[config.mk]
export PLATFORM = sky130hd
export DESIGN_NAME = modbus_tcp_register_server_unit_flat
export DESIGN_NICKNAME = d
export VERILOG_FILES = /design/src/rtl/core/mbts_pkg.sv /design/src/rtl/core/mbts_req_if.sv /design/src/rtl/core/mbts_rsp_if.sv /design/src/rtl/core/modbus_tcp_register_server_unit.sv /design/src/flat_wrapper.sv
export SDC_FILE = /design/constraint.sdc
export NUM_CORES = 2
export LEC_CHECK = 0
export BUFFER_PORTS_ARGS = -buffer_cell sky130_fd_sc_hd__clkbuf_2
export CORE_MARGIN = 10
export CORE_UTILIZATION = 45
export DETAILED_ROUTE_END_ITERATION = 12
export SETUP_SLACK_MARGIN = 0.3
export SYNTH_ARGS = -nofsm -noshare
export SYNTH_HDL_FRONTEND = slang
export SYNTH_SLANG_ARGS = --single-unit
[constraint.sdc]
create_clock -name clk -period 21.8 [get_ports clk]
set_input_delay 1.09 -clock clk [delete_from_list [all_inputs] [get_ports clk]]
set_output_delay 1.09 -clock clk [all_outputs]
set_load 0.02 [all_outputs]
[src/rtl/core/mbts_pkg.sv]
// Package for the Modbus TCP register server: field widths, opcode, kind and
// function codes, frame offsets and table sizes.
// No dependencies.
package mbts_pkg;

  localparam int HOLDING_REGS = 64;
  localparam int INPUT_REGS   = 64;
  localparam int FRAME_BYTES  = 64;
  localparam int MAX_WORDS    = 27;

  localparam int OPCODE_W = 2;
  localparam int BYTE_W   = 8;
  localparam int INDEX_W  = 6;
  localparam int VALUE_W  = 16;
  localparam int KIND_W   = 2;

  localparam int FS_AW = $clog2(FRAME_BYTES);
  localparam int FC_W  = $clog2(FRAME_BYTES + 1);
  localparam int H_AW  = $clog2(HOLDING_REGS);
  localparam int I_AW  = $clog2(INPUT_REGS);
  localparam int CNT_W = $clog2(MAX_WORDS + 1);

  localparam logic [OPCODE_W-1:0] OP_FRAME_BYTE = 2'd0;
  localparam logic [OPCODE_W-1:0] OP_SET_INPUT  = 2'd1;
  localparam logic [OPCODE_W-1:0] OP_SET_HOLD   = 2'd2;
  localparam logic [OPCODE_W-1:0] OP_READ_HOLD  = 2'd3;

  localparam logic [KIND_W-1:0] KIND_REPLY  = 2'd0;
  localparam logic [KIND_W-1:0] KIND_READ   = 2'd1;
  localparam logic [KIND_W-1:0] KIND_REJECT = 2'd2;

  localparam logic [BYTE_W-1:0] FN_READ_HOLD   = 8'd3;
  localparam logic [BYTE_W-1:0] FN_READ_INPUT  = 8'd4;
  localparam logic [BYTE_W-1:0] FN_WRITE_ONE   = 8'd6;
  localparam logic [BYTE_W-1:0] FN_WRITE_MULTI = 8'd16;

  // byte offsets in the request frame
  localparam int POS_LEN       = 5;
  localparam int POS_FN        = 7;
  localparam int POS_START     = 8;
  localparam int POS_HDR_LAST  = 11;
  localparam int POS_DATA      = 13;
  localparam int MIN_FRAME     = 8;
  localparam int MIN_REQ       = 12;
  localparam int READ_ECHO_END = 7;

  localparam logic [BYTE_W-1:0] WRITE_LEN_BYTE = 8'd6;
  localparam logic [BYTE_W-1:0] READ_LEN_EXTRA = 8'd3;

endpackage

[src/rtl/core/mbts_req_if.sv]
// Request channel of the Modbus TCP register server: valid/ready plus the
// request fields. Depends on mbts_pkg.
interface mbts_req_if;
  import mbts_pkg::*;

  logic                valid;
  logic                ready;
  logic [OPCODE_W-1:0] opcode;
  logic [BYTE_W-1:0]   frame_byte;
  logic                frame_end;
  logic [INDEX_W-1:0]  table_index;
  logic [VALUE_W-1:0]  table_value;

  modport source(output valid, opcode, frame_byte, frame_end, table_index, table_value,
                 input ready);
  modport sink(input valid, opcode, frame_byte, frame_end, table_index, table_value,
               output ready);
endinterface

[src/rtl/core/mbts_rsp_if.sv]
// Result channel of the Modbus TCP register server: valid/ready plus the
// result fields. Depends on mbts_pkg.
interface mbts_rsp_if;
  import mbts_pkg::*;

  logic               valid;
  logic               ready;
  logic [KIND_W-1:0]  result_kind;
  logic [BYTE_W-1:0]  reply_byte;
  logic               reply_end;
  logic [VALUE_W-1:0] read_value;

  modport source(output valid, result_kind, reply_byte, reply_end, read_value, input ready);
  modport sink(input valid, result_kind, reply_byte, reply_end, read_value, output ready);
endinterface

[src/rtl/core/modbus_tcp_register_server_unit.sv]
// Modbus TCP register server top level: frame buffer, holding and input
// register tables and the request sequencer. Depends on mbts_pkg,
// mbts_req_if and mbts_rsp_if.
//
// Usage: requests enter on req, results leave on rsp (valid/ready each).
// Opcode 0 stores a frame byte; frame_end on it starts serving the frame.
// Opcodes 1 and 2 write the input or holding table, opcode 3 reads a
// holding register and returns one read-data result.
// A frame byte without frame_end and the set opcodes are served in idle.
// A read opcode reads the holding table, then returns its result. A frame end
// is decoded first (header bytes fetched one per cycle from the frame buffer),
// then the echoed bytes and the register words are sent; function 16 first
// stores its words. Frame buffer and table reads are registered.
// req.ready is high only while no request is being served.
// Results go through one output register; when the receiver stalls, the
// sequencer waits with the next byte and holds its place.
// Reset (rst, synchronous) empties the frame buffer and clears both tables
// at once through per-entry valid bits; no clearing pass is needed.
module modbus_tcp_register_server_unit (
  input  logic            clk,
  input  logic            rst,
  mbts_req_if.sink        req,
  mbts_rsp_if.source      rsp
);
  import mbts_pkg::*;

  localparam logic [3:0] S_IDLE = 4'd0;
  localparam logic [3:0] S_CHK0 = 4'd1;
  localparam logic [3:0] S_FN   = 4'd2;
  localparam logic [3:0] S_HDR  = 4'd3;
  localparam logic [3:0] S_CHK  = 4'd4;
  localparam logic [3:0] S_WRD  = 4'd5;
  localparam logic [3:0] S_WHI  = 4'd6;
  localparam logic [3:0] S_WLO  = 4'd7;
  localparam logic [3:0] S_ERD  = 4'd8;
  localparam logic [3:0] S_EOUT = 4'd9;
  localparam logic [3:0] S_CNT  = 4'd10;
  localparam logic [3:0] S_RRD  = 4'd11;
  localparam logic [3:0] S_RHI  = 4'd12;
  localparam logic [3:0] S_RLO  = 4'd13;
  localparam logic [3:0] S_REJ  = 4'd14;
  localparam logic [3:0] S_APP  = 4'd15;

  logic [3:0]         state, state_next;
  logic [FS_AW-1:0]   ptr, ptr_next;
  logic [CNT_W-1:0]   wcnt, wcnt_next;
  logic [31:0]        hdr, hdr_next;
  logic [BYTE_W-1:0]  fn, fn_next;
  logic [BYTE_W-1:0]  hi_byte, hi_next;
  logic [FC_W-1:0]    frame_count;
  logic               overflow_seen;
  logic               frame_clr;

  // frame buffer
  logic [BYTE_W-1:0]  frame_store [FRAME_BYTES];
  logic               fs_we, fs_re;
  logic [FS_AW-1:0]   fs_raddr;
  logic [BYTE_W-1:0]  fs_rdata;

  // register tables
  logic [VALUE_W-1:0] hold_mem [HOLDING_REGS];
  logic [VALUE_W-1:0] in_mem [INPUT_REGS];
  logic [HOLDING_REGS-1:0] hold_vld;
  logic [INPUT_REGS-1:0]   in_vld;
  logic               hw_en, iw_en, seq_hw, tbl_re;
  logic [H_AW-1:0]    hw_addr, seq_haddr, hold_raddr;
  logic [I_AW-1:0]    in_raddr, iw_addr;
  logic [VALUE_W-1:0] hw_data, seq_hdata;
  logic [VALUE_W-1:0] hold_q, in_q;
  logic               hold_vq, in_vq;
  logic [VALUE_W-1:0] hold_word, in_word, reg_word;

  // output register
  logic               rsp_valid, out_free;
  logic               emit, emit_end;
  logic [KIND_W-1:0]  emit_kind;
  logic [BYTE_W-1:0]  emit_byte;
  logic [VALUE_W-1:0] emit_val;

  logic               req_acc;
  logic [15:0]        start, num, alu_b;
  logic [16:0]        alu_sum, lim;
  logic [FC_W-1:0]    len16;
  logic               is_wr, fn16, chk_bad;
  logic [CNT_W-1:0]   wcnt_inc;

  assign req.ready = (state == S_IDLE);
  assign req_acc   = req.valid && req.ready;
  assign out_free  = !rsp_valid || rsp.ready;
  assign rsp.valid = rsp_valid;

  assign start  = hdr[31:16];
  assign num    = hdr[15:0];
  assign is_wr  = (fn == FN_WRITE_ONE) || (fn == FN_WRITE_MULTI);
  assign fn16   = (fn == FN_WRITE_MULTI);

  // shared adder: range check in S_CHK, register address start+i elsewhere
  assign alu_b   = (state == S_CHK) ? num : 16'(wcnt);
  assign alu_sum = {1'b0, start} + {1'b0, alu_b};

  assign lim = ((fn == FN_READ_INPUT) ? 17'(INPUT_REGS) : 17'(HOLDING_REGS));
  // only meaningful once count is known to be within MAX_WORDS
  assign len16 = FC_W'(POS_DATA) + FC_W'({num[CNT_W-1:0], 1'b0});
  assign chk_bad = (fn == FN_WRITE_ONE) ? (start >= 16'(HOLDING_REGS))
                 : ((num > 16'(MAX_WORDS)) || (alu_sum > lim) ||
                    (fn16 && (frame_count < len16)));
  assign wcnt_inc = wcnt + 1'b1;

  assign hold_word = hold_vq ? hold_q : '0;
  assign in_word   = in_vq ? in_q : '0;
  assign reg_word  = (fn == FN_READ_INPUT) ? in_word : hold_word;

  assign fs_we = req_acc && (req.opcode == OP_FRAME_BYTE) &&
                 (frame_count < FC_W'(FRAME_BYTES));

  always_comb begin
    state_next = state;
    ptr_next   = ptr;
    wcnt_next  = wcnt;
    hdr_next   = hdr;
    fn_next    = fn;
    hi_next    = hi_byte;
    frame_clr  = 1'b0;
    fs_re      = 1'b0;
    fs_raddr   = ptr;
    tbl_re     = 1'b0;
    hold_raddr = alu_sum[H_AW-1:0];
    in_raddr   = alu_sum[I_AW-1:0];
    seq_hw     = 1'b0;
    seq_haddr  = alu_sum[H_AW-1:0];
    seq_hdata  = {hi_byte, fs_rdata};
    emit       = 1'b0;
    emit_kind  = KIND_REPLY;
    emit_byte  = '0;
    emit_end   = 1'b0;
    emit_val   = '0;
    unique case (state)
      S_IDLE: begin
        if (req_acc) begin
          if (req.opcode == OP_FRAME_BYTE && req.frame_end) begin
            state_next = S_CHK0;
          end else if (req.opcode == OP_READ_HOLD) begin
            tbl_re     = 1'b1;
            hold_raddr = H_AW'(req.table_index);
            state_next = S_APP;
          end
        end
      end
      S_CHK0: begin
        if (overflow_seen || frame_count < FC_W'(MIN_FRAME)) begin
          state_next = S_REJ;
        end else begin
          fs_re      = 1'b1;
          fs_raddr   = FS_AW'(POS_FN);
          state_next = S_FN;
        end
      end
      S_FN: begin
        fn_next = fs_rdata;
        if (fs_rdata != FN_READ_HOLD && fs_rdata != FN_READ_INPUT &&
            fs_rdata != FN_WRITE_ONE && fs_rdata != FN_WRITE_MULTI) begin
          // unknown function: drop the frame silently
          frame_clr  = 1'b1;
          state_next = S_IDLE;
        end else if (frame_count < FC_W'(MIN_REQ)) begin
          state_next = S_REJ;
        end else begin
          fs_re      = 1'b1;
          fs_raddr   = FS_AW'(POS_START);
          ptr_next   = FS_AW'(POS_START);
          state_next = S_HDR;
        end
      end
      S_HDR: begin
        hdr_next = {hdr[23:0], fs_rdata};
        if (ptr == FS_AW'(POS_HDR_LAST)) begin
          state_next = S_CHK;
        end else begin
          fs_re    = 1'b1;
          fs_raddr = ptr + 1'b1;
          ptr_next = ptr + 1'b1;
        end
      end
      S_CHK: begin
        wcnt_next = '0;
        if (chk_bad) begin
          state_next = S_REJ;
        end else if (fn == FN_WRITE_ONE) begin
          seq_hw     = 1'b1;
          seq_haddr  = start[H_AW-1:0];
          seq_hdata  = num;
          ptr_next   = '0;
          state_next = S_ERD;
        end else if (fn16 && num != 16'd0) begin
          ptr_next   = FS_AW'(POS_DATA);
          state_next = S_WRD;
        end else begin
          ptr_next   = '0;
          state_next = S_ERD;
        end
      end
      S_WRD: begin
        fs_re      = 1'b1;
        ptr_next   = ptr + 1'b1;
        state_next = S_WHI;
      end
      S_WHI: begin
        hi_next    = fs_rdata;
        fs_re      = 1'b1;
        ptr_next   = ptr + 1'b1;
        state_next = S_WLO;
      end
      S_WLO: begin
        seq_hw    = 1'b1;
        wcnt_next = wcnt_inc;
        if (wcnt_inc == num[CNT_W-1:0]) begin
          ptr_next   = '0;
          state_next = S_ERD;
        end else begin
          state_next = S_WRD;
        end
      end
      S_ERD: begin
        fs_re      = 1'b1;
        state_next = S_EOUT;
      end
      S_EOUT: begin
        if (out_free) begin
          emit      = 1'b1;
          emit_byte = fs_rdata;
          if (ptr == FS_AW'(POS_LEN)) begin
            emit_byte = is_wr ? WRITE_LEN_BYTE
                              : BYTE_W'({num[CNT_W-1:0], 1'b0}) + READ_LEN_EXTRA;
          end
          if (is_wr && ptr == FS_AW'(POS_HDR_LAST)) begin
            emit_end   = 1'b1;
            frame_clr  = 1'b1;
            state_next = S_IDLE;
          end else if (!is_wr && ptr == FS_AW'(READ_ECHO_END)) begin
            state_next = S_CNT;
          end else begin
            ptr_next   = ptr + 1'b1;
            state_next = S_ERD;
          end
        end
      end
      S_CNT: begin
        if (out_free) begin
          emit      = 1'b1;
          emit_byte = BYTE_W'({num[CNT_W-1:0], 1'b0});
          if (num == 16'd0) begin
            emit_end   = 1'b1;
            frame_clr  = 1'b1;
            state_next = S_IDLE;
          end else begin
            state_next = S_RRD;
          end
        end
      end
      S_RRD: begin
        tbl_re     = 1'b1;
        state_next = S_RHI;
      end
      S_RHI: begin
        if (out_free) begin
          emit       = 1'b1;
          emit_byte  = reg_word[15:8];
          state_next = S_RLO;
        end
      end
      S_RLO: begin
        if (out_free) begin
          emit      = 1'b1;
          emit_byte = reg_word[7:0];
          wcnt_next = wcnt_inc;
          if (wcnt_inc == num[CNT_W-1:0]) begin
            emit_end   = 1'b1;
            frame_clr  = 1'b1;
            state_next = S_IDLE;
          end else begin
            state_next = S_RRD;
          end
        end
      end
      S_REJ: begin
        if (out_free) begin
          emit       = 1'b1;
          emit_kind  = KIND_REJECT;
          emit_end   = 1'b1;
          frame_clr  = 1'b1;
          state_next = S_IDLE;
        end
      end
      S_APP: begin
        if (out_free) begin
          emit       = 1'b1;
          emit_kind  = KIND_READ;
          emit_end   = 1'b1;
          emit_val   = hold_word;
          state_next = S_IDLE;
        end
      end
      default: begin
        state_next = S_IDLE;
      end
    endcase
  end

  // table write ports: application side in idle, sequencer otherwise
  always_comb begin
    hw_en   = seq_hw;
    hw_addr = seq_haddr;
    hw_data = seq_hdata;
    iw_en   = 1'b0;
    iw_addr = I_AW'(req.table_index);
    if (req_acc && req.opcode == OP_SET_HOLD &&
        {1'b0, req.table_index} < (INDEX_W + 1)'(HOLDING_REGS)) begin
      hw_en   = 1'b1;
      hw_addr = H_AW'(req.table_index);
      hw_data = req.table_value;
    end
    if (req_acc && req.opcode == OP_SET_INPUT &&
        {1'b0, req.table_index} < (INDEX_W + 1)'(INPUT_REGS)) begin
      iw_en = 1'b1;
    end
  end

  always_ff @(posedge clk) begin
    if (rst) begin
      state         <= S_IDLE;
      frame_count   <= '0;
      overflow_seen <= 1'b0;
      rsp_valid     <= 1'b0;
      hold_vld      <= '0;
      in_vld        <= '0;
    end else begin
      state <= state_next;
      if (frame_clr) begin
        frame_count   <= '0;
        overflow_seen <= 1'b0;
      end else if (fs_we) begin
        frame_count <= frame_count + 1'b1;
      end else if (req_acc && req.opcode == OP_FRAME_BYTE) begin
        overflow_seen <= 1'b1;
      end
      if (emit && out_free) begin
        rsp_valid <= 1'b1;
      end else if (rsp.ready) begin
        rsp_valid <= 1'b0;
      end
      if (hw_en) begin
        hold_vld[hw_addr] <= 1'b1;
      end
      if (iw_en) begin
        in_vld[iw_addr] <= 1'b1;
      end
    end
  end

  always_ff @(posedge clk) begin
    ptr     <= ptr_next;
    wcnt    <= wcnt_next;
    hdr     <= hdr_next;
    fn      <= fn_next;
    hi_byte <= hi_next;
    if (emit && out_free) begin
      rsp.result_kind <= emit_kind;
      rsp.reply_byte  <= emit_byte;
      rsp.reply_end   <= emit_end;
      rsp.read_value  <= emit_val;
    end
  end

  always_ff @(posedge clk) begin
    if (fs_we) begin
      frame_store[frame_count[FS_AW-1:0]] <= req.frame_byte;
    end
    if (fs_re) begin
      fs_rdata <= frame_store[fs_raddr];
    end
  end

  always_ff @(posedge clk) begin
    if (hw_en) begin
      hold_mem[hw_addr] <= hw_data;
    end
    if (iw_en) begin
      in_mem[iw_addr] <= req.table_value;
    end
    if (tbl_re) begin
      hold_q  <= hold_mem[hold_raddr];
      hold_vq <= hold_vld[hold_raddr];
      in_q    <= in_mem[in_raddr];
      in_vq   <= in_vld[in_raddr];
    end
  end

`ifndef SYNTHESIS
  a_overflow_flag: assert property (@(posedge clk) disable iff (rst)
    (req_acc && req.opcode == OP_FRAME_BYTE && !req.frame_end &&
     frame_count == FC_W'(FRAME_BYTES)) |=> overflow_seen)
    else $error("dropped frame byte did not set overflow flag");

  a_reject_clears: assert property (@(posedge clk) disable iff (rst)
    (state == S_REJ && out_free) |=> (state == S_IDLE && frame_count == '0 &&
                                      !overflow_seen))
    else $error("frame not emptied after reject");

  a_hold_write_src: assert property (@(posedge clk) disable iff (rst)
    hw_en |-> (state != S_IDLE || (req.valid && req.opcode == OP_SET_HOLD)))
    else $error("holding table written without a source");

  a_more_results: assert property (@(posedge clk) disable iff (rst)
    (emit && out_free && !emit_end) |=> (state != S_IDLE))
    else $error("result sequence stopped before its final result");
`endif

endmodule
[src/flat_wrapper.sv]
// flat-port wrapper written by rule: the top's interface ports become plain ports
module modbus_tcp_register_server_unit_flat import mbts_pkg::*;
  (clk, rst, req_valid, req_opcode, req_frame_byte, req_frame_end, req_table_index, req_table_value, req_ready, rsp_valid, rsp_result_kind, rsp_reply_byte, rsp_reply_end, rsp_read_value, rsp_ready);
  mbts_req_if req_i ();
  mbts_rsp_if rsp_i ();
  input  logic clk;
  input  logic rst;
  input wire logic [$bits(req_i.valid)-1:0] req_valid;
  input wire logic [$bits(req_i.opcode)-1:0] req_opcode;
  input wire logic [$bits(req_i.frame_byte)-1:0] req_frame_byte;
  input wire logic [$bits(req_i.frame_end)-1:0] req_frame_end;
  input wire logic [$bits(req_i.table_index)-1:0] req_table_index;
  input wire logic [$bits(req_i.table_value)-1:0] req_table_value;
  output wire logic [$bits(req_i.ready)-1:0] req_ready;
  output wire logic [$bits(rsp_i.valid)-1:0] rsp_valid;
  output wire logic [$bits(rsp_i.result_kind)-1:0] rsp_result_kind;
  output wire logic [$bits(rsp_i.reply_byte)-1:0] rsp_reply_byte;
  output wire logic [$bits(rsp_i.reply_end)-1:0] rsp_reply_end;
  output wire logic [$bits(rsp_i.read_value)-1:0] rsp_read_value;
  input wire logic [$bits(rsp_i.ready)-1:0] rsp_ready;
  assign req_i.valid = req_valid;
  assign req_i.opcode = req_opcode;
  assign req_i.frame_byte = req_frame_byte;
  assign req_i.frame_end = req_frame_end;
  assign req_i.table_index = req_table_index;
  assign req_i.table_value = req_table_value;
  assign req_ready = req_i.ready;
  assign rsp_valid = rsp_i.valid;
  assign rsp_result_kind = rsp_i.result_kind;
  assign rsp_reply_byte = rsp_i.reply_byte;
  assign rsp_reply_end = rsp_i.reply_end;
  assign rsp_read_value = rsp_i.read_value;
  assign rsp_i.ready = rsp_ready;
  modbus_tcp_register_server_unit u_core (.clk(clk), .rst(rst), .req(req_i), .rsp(rsp_i));
endmodule
==> impl_metrics.prom <==
# TYPE chip_impl_metric gauge
chip_impl_info{name="run_status",value="finished clean"} 1
chip_impl_metric{name="core_region_area",unit="µm²"} 251000
chip_impl_metric{name="synth.yosys.warnings",unit=""} 0
chip_impl_metric{name="min_period",unit="ps"} 8720
chip_impl_metric{name="netlist-cell-type-count",unit=""} 77
chip_impl_info{name="hold_start",value="u_core.hold_vld[37]$_SDFFE_PP0N_"} 1
chip_impl_metric{name="achievable-frequency",unit="MHz"} 115
chip_impl_metric{name="drt.antenna.violating_nets",unit=""} 0
chip_impl_metric{name="wl_met3",unit="mm"} 24.0
chip_impl_metric{name="detail_route.vias_per_cell",unit=""} 5.93
chip_impl_info{name="synth_ff_type",value="edfxtp_1"} 1
chip_impl_metric{name="required",unit="ps"} 22340
chip_impl_metric{name="clk_pin_slew_worst_paths",unit="ps"} 60
chip_impl_metric{name="floorplan.initialDensity",unit="%"} 45.2
chip_impl_metric{name="post_syn_nets",unit=""} 7785
chip_impl_metric{name="timing.reg2reg.setup_slack",unit="ps"} 13080
chip_impl_metric{name="post_cts.repair.setup_buffers",unit=""} 0
chip_impl_metric{name="worst_r2r_path_depth",unit=""} 19
chip_impl_metric{name="cts_htree_levels",unit=""} 5
chip_impl_info{name="hold-path-endpoint",value="u_core.hold_vld[37]$_SDFFE_PP0N_"} 1
chip_impl_metric{name="dr.first_iter.drc_count",unit=""} 8303
chip_impl_info{name="min-delay-path-class",value="flop to flop"} 1
chip_impl_metric{name="grt_overflow_total",unit=""} 0
chip_impl_info{name="tritoncts_clock_tree",value="yes"} 1
chip_impl_metric{name="detail_route.wirelength",unit="mm"} 306
chip_impl_metric{name="ys_seq_area_share",unit="%"} 73.6
chip_impl_metric{name="drc",unit=""} 0
chip_impl_metric{name="setup_slack",unit="ps"} 13080
chip_impl_metric{name="met2_length",unit="mm"} 141
chip_impl_metric{name="finalNetCount",unit=""} 7869
chip_impl_metric{name="combined_area_of_all_synthesized_cells",unit="µm²"} 114000
chip_impl_info{name="reg2reg_to",value="u_core.hold_mem[17][8]$_DFFE_PP_"} 1
chip_impl_metric{name="finalSetupTns",unit="ps"} 0
chip_impl_metric{name="hold_buffers",unit=""} 0
chip_impl_info{name="maxUsedRoutingLayer",value="met4"} 1
chip_impl_metric{name="hpwlAfterDp",unit="mm"} 174
chip_impl_metric{name="clock_skew",unit="ps"} 82.6
chip_impl_metric{name="dr_total_vias",unit=""} 67400
chip_impl_metric{name="die_y",unit="µm"} 522
chip_impl_metric{name="groute.usage.overall",unit="%"} 21.8
chip_impl_metric{name="detail_route.first_pass.iterations",unit=""} 7
chip_impl_metric{name="pin_count",unit=""} 66
chip_impl_metric{name="worst_pin_slew",unit="ps"} 1340
chip_impl_metric{name="layout-drive-gt1-share",unit="%"} 15.6
chip_impl_metric{name="dp.cells",unit=""} 10800
chip_impl_metric{name="portBuffers",unit=""} 65
chip_impl_metric{name="areaGrowthSynthToFinish",unit="%"} 13.0
chip_impl_metric{name="via_count_of_the_first_global_routing_pass",unit=""} 65400
chip_impl_metric{name="cts_inserted_buffers",unit=""} 308
chip_impl_metric{name="whs_path_depth",unit=""} 2
chip_impl_metric{name="yosys_register_bits",unit=""} 2829
chip_impl_info{name="timing.critical_path.from_type",value="flop"} 1
chip_impl_metric{name="slew_headroom",unit="%"} 9.89
chip_impl_metric{name="grt_pass1_wl",unit="mm"} 446
chip_impl_metric{name="met1Wirelength",unit="mm"} 128
chip_impl_metric{name="post_drt_wl_per_cell",unit="µm"} 26.9
chip_impl_metric{name="leakage_power",unit="nW"} 42.0
chip_impl_metric{name="worst_ir_drop_vdd",unit="mV"} 0.139
chip_impl_metric{name="worstPathArrival",unit="ps"} 9260
chip_impl_metric{name="antenna_found_initial",unit=""} 16
chip_impl_metric{name="postSynthAreaPerCell",unit="µm²"} 14.7
chip_impl_info{name="unrepaired_setup_endpoints_after_global_routing",value="no"} 1
chip_impl_metric{name="cts_num_sinks",unit=""} 2829
chip_impl_metric{name="finalHoldViolations",unit=""} 0
chip_impl_metric{name="cp_max_fanout",unit=""} 128
chip_impl_metric{name="finalSetupViolCount",unit=""} 0
chip_impl_metric{name="timing.final.crit_share",unit="%"} 40.0
chip_impl_metric{name="post_synth_inst_count",unit=""} 7717
chip_impl_metric{name="max-clock-path-buffers",unit=""} 4
chip_impl_metric{name="max_cap_viol_count",unit=""} 0
chip_impl_metric{name="fillers",unit=""} 20500
chip_impl_metric{name="synth-edff-count",unit=""} 2688
chip_impl_metric{name="max_slew_vio_count",unit=""} 0
chip_impl_metric{name="finalNonFillerCells",unit=""} 11400
chip_impl_metric{name="finalCoreUtilization",unit="%"} 51.1
chip_impl_metric{name="clk_latency_worst_skew_pair",unit="ps"} 970
chip_impl_metric{name="die_w",unit="µm"} 522
chip_impl_metric{name="grt_start_max_net_pins",unit=""} 168
chip_impl_metric{name="floorplan.die_area",unit="µm²"} 273000
chip_impl_metric{name="synthArstFlopShare",unit="%"} 0
chip_impl_metric{name="finalWeightedCongestion",unit=""} 0.893
chip_impl_metric{name="rows",unit=""} 184
chip_impl_metric{name="detailedPlace.worstSlack",unit="ps"} 13130
chip_impl_info{name="setup.worst_path.class",value="flop to flop"} 1
chip_impl_info{name="critPathCaptureType",value="flop"} 1
chip_impl_info{name="cts_root_buf",value="clkbuf_16"} 1
chip_impl_metric{name="ctsResizeCount",unit=""} 0
chip_impl_metric{name="power.density_cell_area",unit="nW/µm²"} 140
chip_impl_info{name="r2r_start",value="u_core.state[1]$_SDFFE_PP0P_"} 1
## critical path: stages, from the launching register on
cell       delay (ps)
dfxtp_1           310
buf_4             270
inv_1             130
nand2_1           220
nor3_1             80
buf_4             210
mux2_2            250
ha_4              130
inv_1              50
fa_4             1310
buf_12            640
or3b_2            500
nor4b_1           400
o2bb2ai_1         130
nor4_2            210
and4_1            520
o211ai_4          130
a21oi_1           580
nand3_1           760
nor3_2           1200
## power by group
part	leakage [nW]	switching (mW)	internal [mW]
combinational	12.0	4.49	2.01
sequential	25.3	0.104	6.30
clock	4.71	2.06	2.97
total	42.0	6.65	11.3
## state kept, by name (all words and copies together) (netlist names), 16 cells and up
| signal | cells |
|---|---|
| u_core.hdr | 32 |
| u_core.hold_q | 16 |
| u_core.hold_mem | 1024 |
| u_core.frame_store | 512 |
| u_core.hold_vld | 64 |
| u_core.in_vld | 64 |
| u_core.in_q | 16 |
| u_core.in_mem | 1024 |
| u_core.rsp.read_value | 16 |
## routing by layer
| layer | vias to the layer above | GRT usage (%) |
|---|---|---|
| li1 | 29500 | - |
| met2 | 3004 | 33.5 |
| met4 | 0 | 8.01 |
| met3 | 515 | 3.52 |
| met1 | 34400 | 31.4 |
| met5 | - | 0 |
## placed cells by master (no fill, tap or decap), types with 64 or more instances in the layout
cell | Yosys | routed
buf_4 | 3 | 220
nand2_1 | 1710 | 1710
clkbuf_2 | 0 | 64
nor2_1 | 373 | 302
a31oi_1 | 97 | 96
inv_1 | 88 | 88
and3_1 | 171 | 171
dfxtp_1 | 141 | 141
nor2_2 | 0 | 71
o21ai_0 | 84 | 67
a21oi_1 | 179 | 178
a211oi_1 | 67 | 67
mux4_2 | 340 | 340
a311oi_1 | 205 | 205
nand3_1 | 545 | 545
clkbuf_16 | 0 | 314
edfxtp_1 | 2688 | 2688
## metrics by stage
stage	cell area [µm²]	hold slack (ps)	total power, mW
floorplan	114000	424	10.5
global placement	119000	441	12.9
detailed placement	119000	449	13.0
CTS	128000	458	18.0
global route	128000	474	18.7
finish	128000	458	17.9
## worst max path at each step
stage | start | end | slack, ps | cells after the start
after floorplan | u_core.state[2]$_SDFFE_PP0P_ | u_core.hold_mem[0][10]$_DFFE_PP_ | 14010 | 19
after global placement | u_core.state[1]$_SDFFE_PP0P_ | u_core.hold_mem[23][13]$_DFFE_PP_ | 13340 | 19
after detailed placement | u_core.state[1]$_SDFFE_PP0P_ | u_core.hold_mem[23][13]$_DFFE_PP_ | 13130 | 19
after CTS | u_core.state[1]$_SDFFE_PP0P_ | u_core.hold_mem[23][15]$_DFFE_PP_ | 13150 | 19
after global routing | u_core.state[1]$_SDFFE_PP0P_ | u_core.hold_mem[17][13]$_DFFE_PP_ | 12730 | 19
final | u_core.state[1]$_SDFFE_PP0P_ | u_core.hold_mem[17][8]$_DFFE_PP_ | 13080 | 19
## cell usage after synthesis (75+ instances only)
cell type / number / area (µm²)
buf_1: 75 / 282
o21ai_0: 84 / 420
dfxtp_1: 141 / 2820
clkbuf_1: 425 / 1600
mux4_2: 340 / 7660
nand3_1: 545 / 2730
inv_1: 88 / 330
edfxtp_1: 2688 / 80700
a21oi_1: 179 / 896
a31oi_1: 97 / 607
a311oi_1: 205 / 1800
and3_1: 171 / 1070
nor2_1: 373 / 1400
nand2_1: 1710 / 6420
## kinds of logic (layout without fill, tap and decap cells)
family | count (synthesis) | after routing | share of synthesized area [%]
buffers and inverters | 607 | 913 | 2.04
other | 0 | 4 | 0
AND/OR/NAND/NOR | 2967 | 2967 | 11.1
flip-flops | 2829 | 2829 | 73.6
multiplexers | 407 | 407 | 7.36
AO/OA/AOI/OAI | 847 | 847 | 5.33
adder cells (fa/ha/maj) | 31 | 31 | 0.348
XOR/XNOR | 29 | 29 | 0.224
## final cells by class
type	count	area (µm²)	area share [%]
clock buffers	382	8190	6.39
multi-input cells	4281	28500	22.2
flip-flops and latches	2829	83500	65.1
repair buffers	293	2130	1.66
well taps	3348	4190	3.27
clock inverters	150	1430	1.11
diodes	4	10.0	0.00780
inverters	88	330	0.257
No activity file was read; power rests on OpenSTA's default activity.
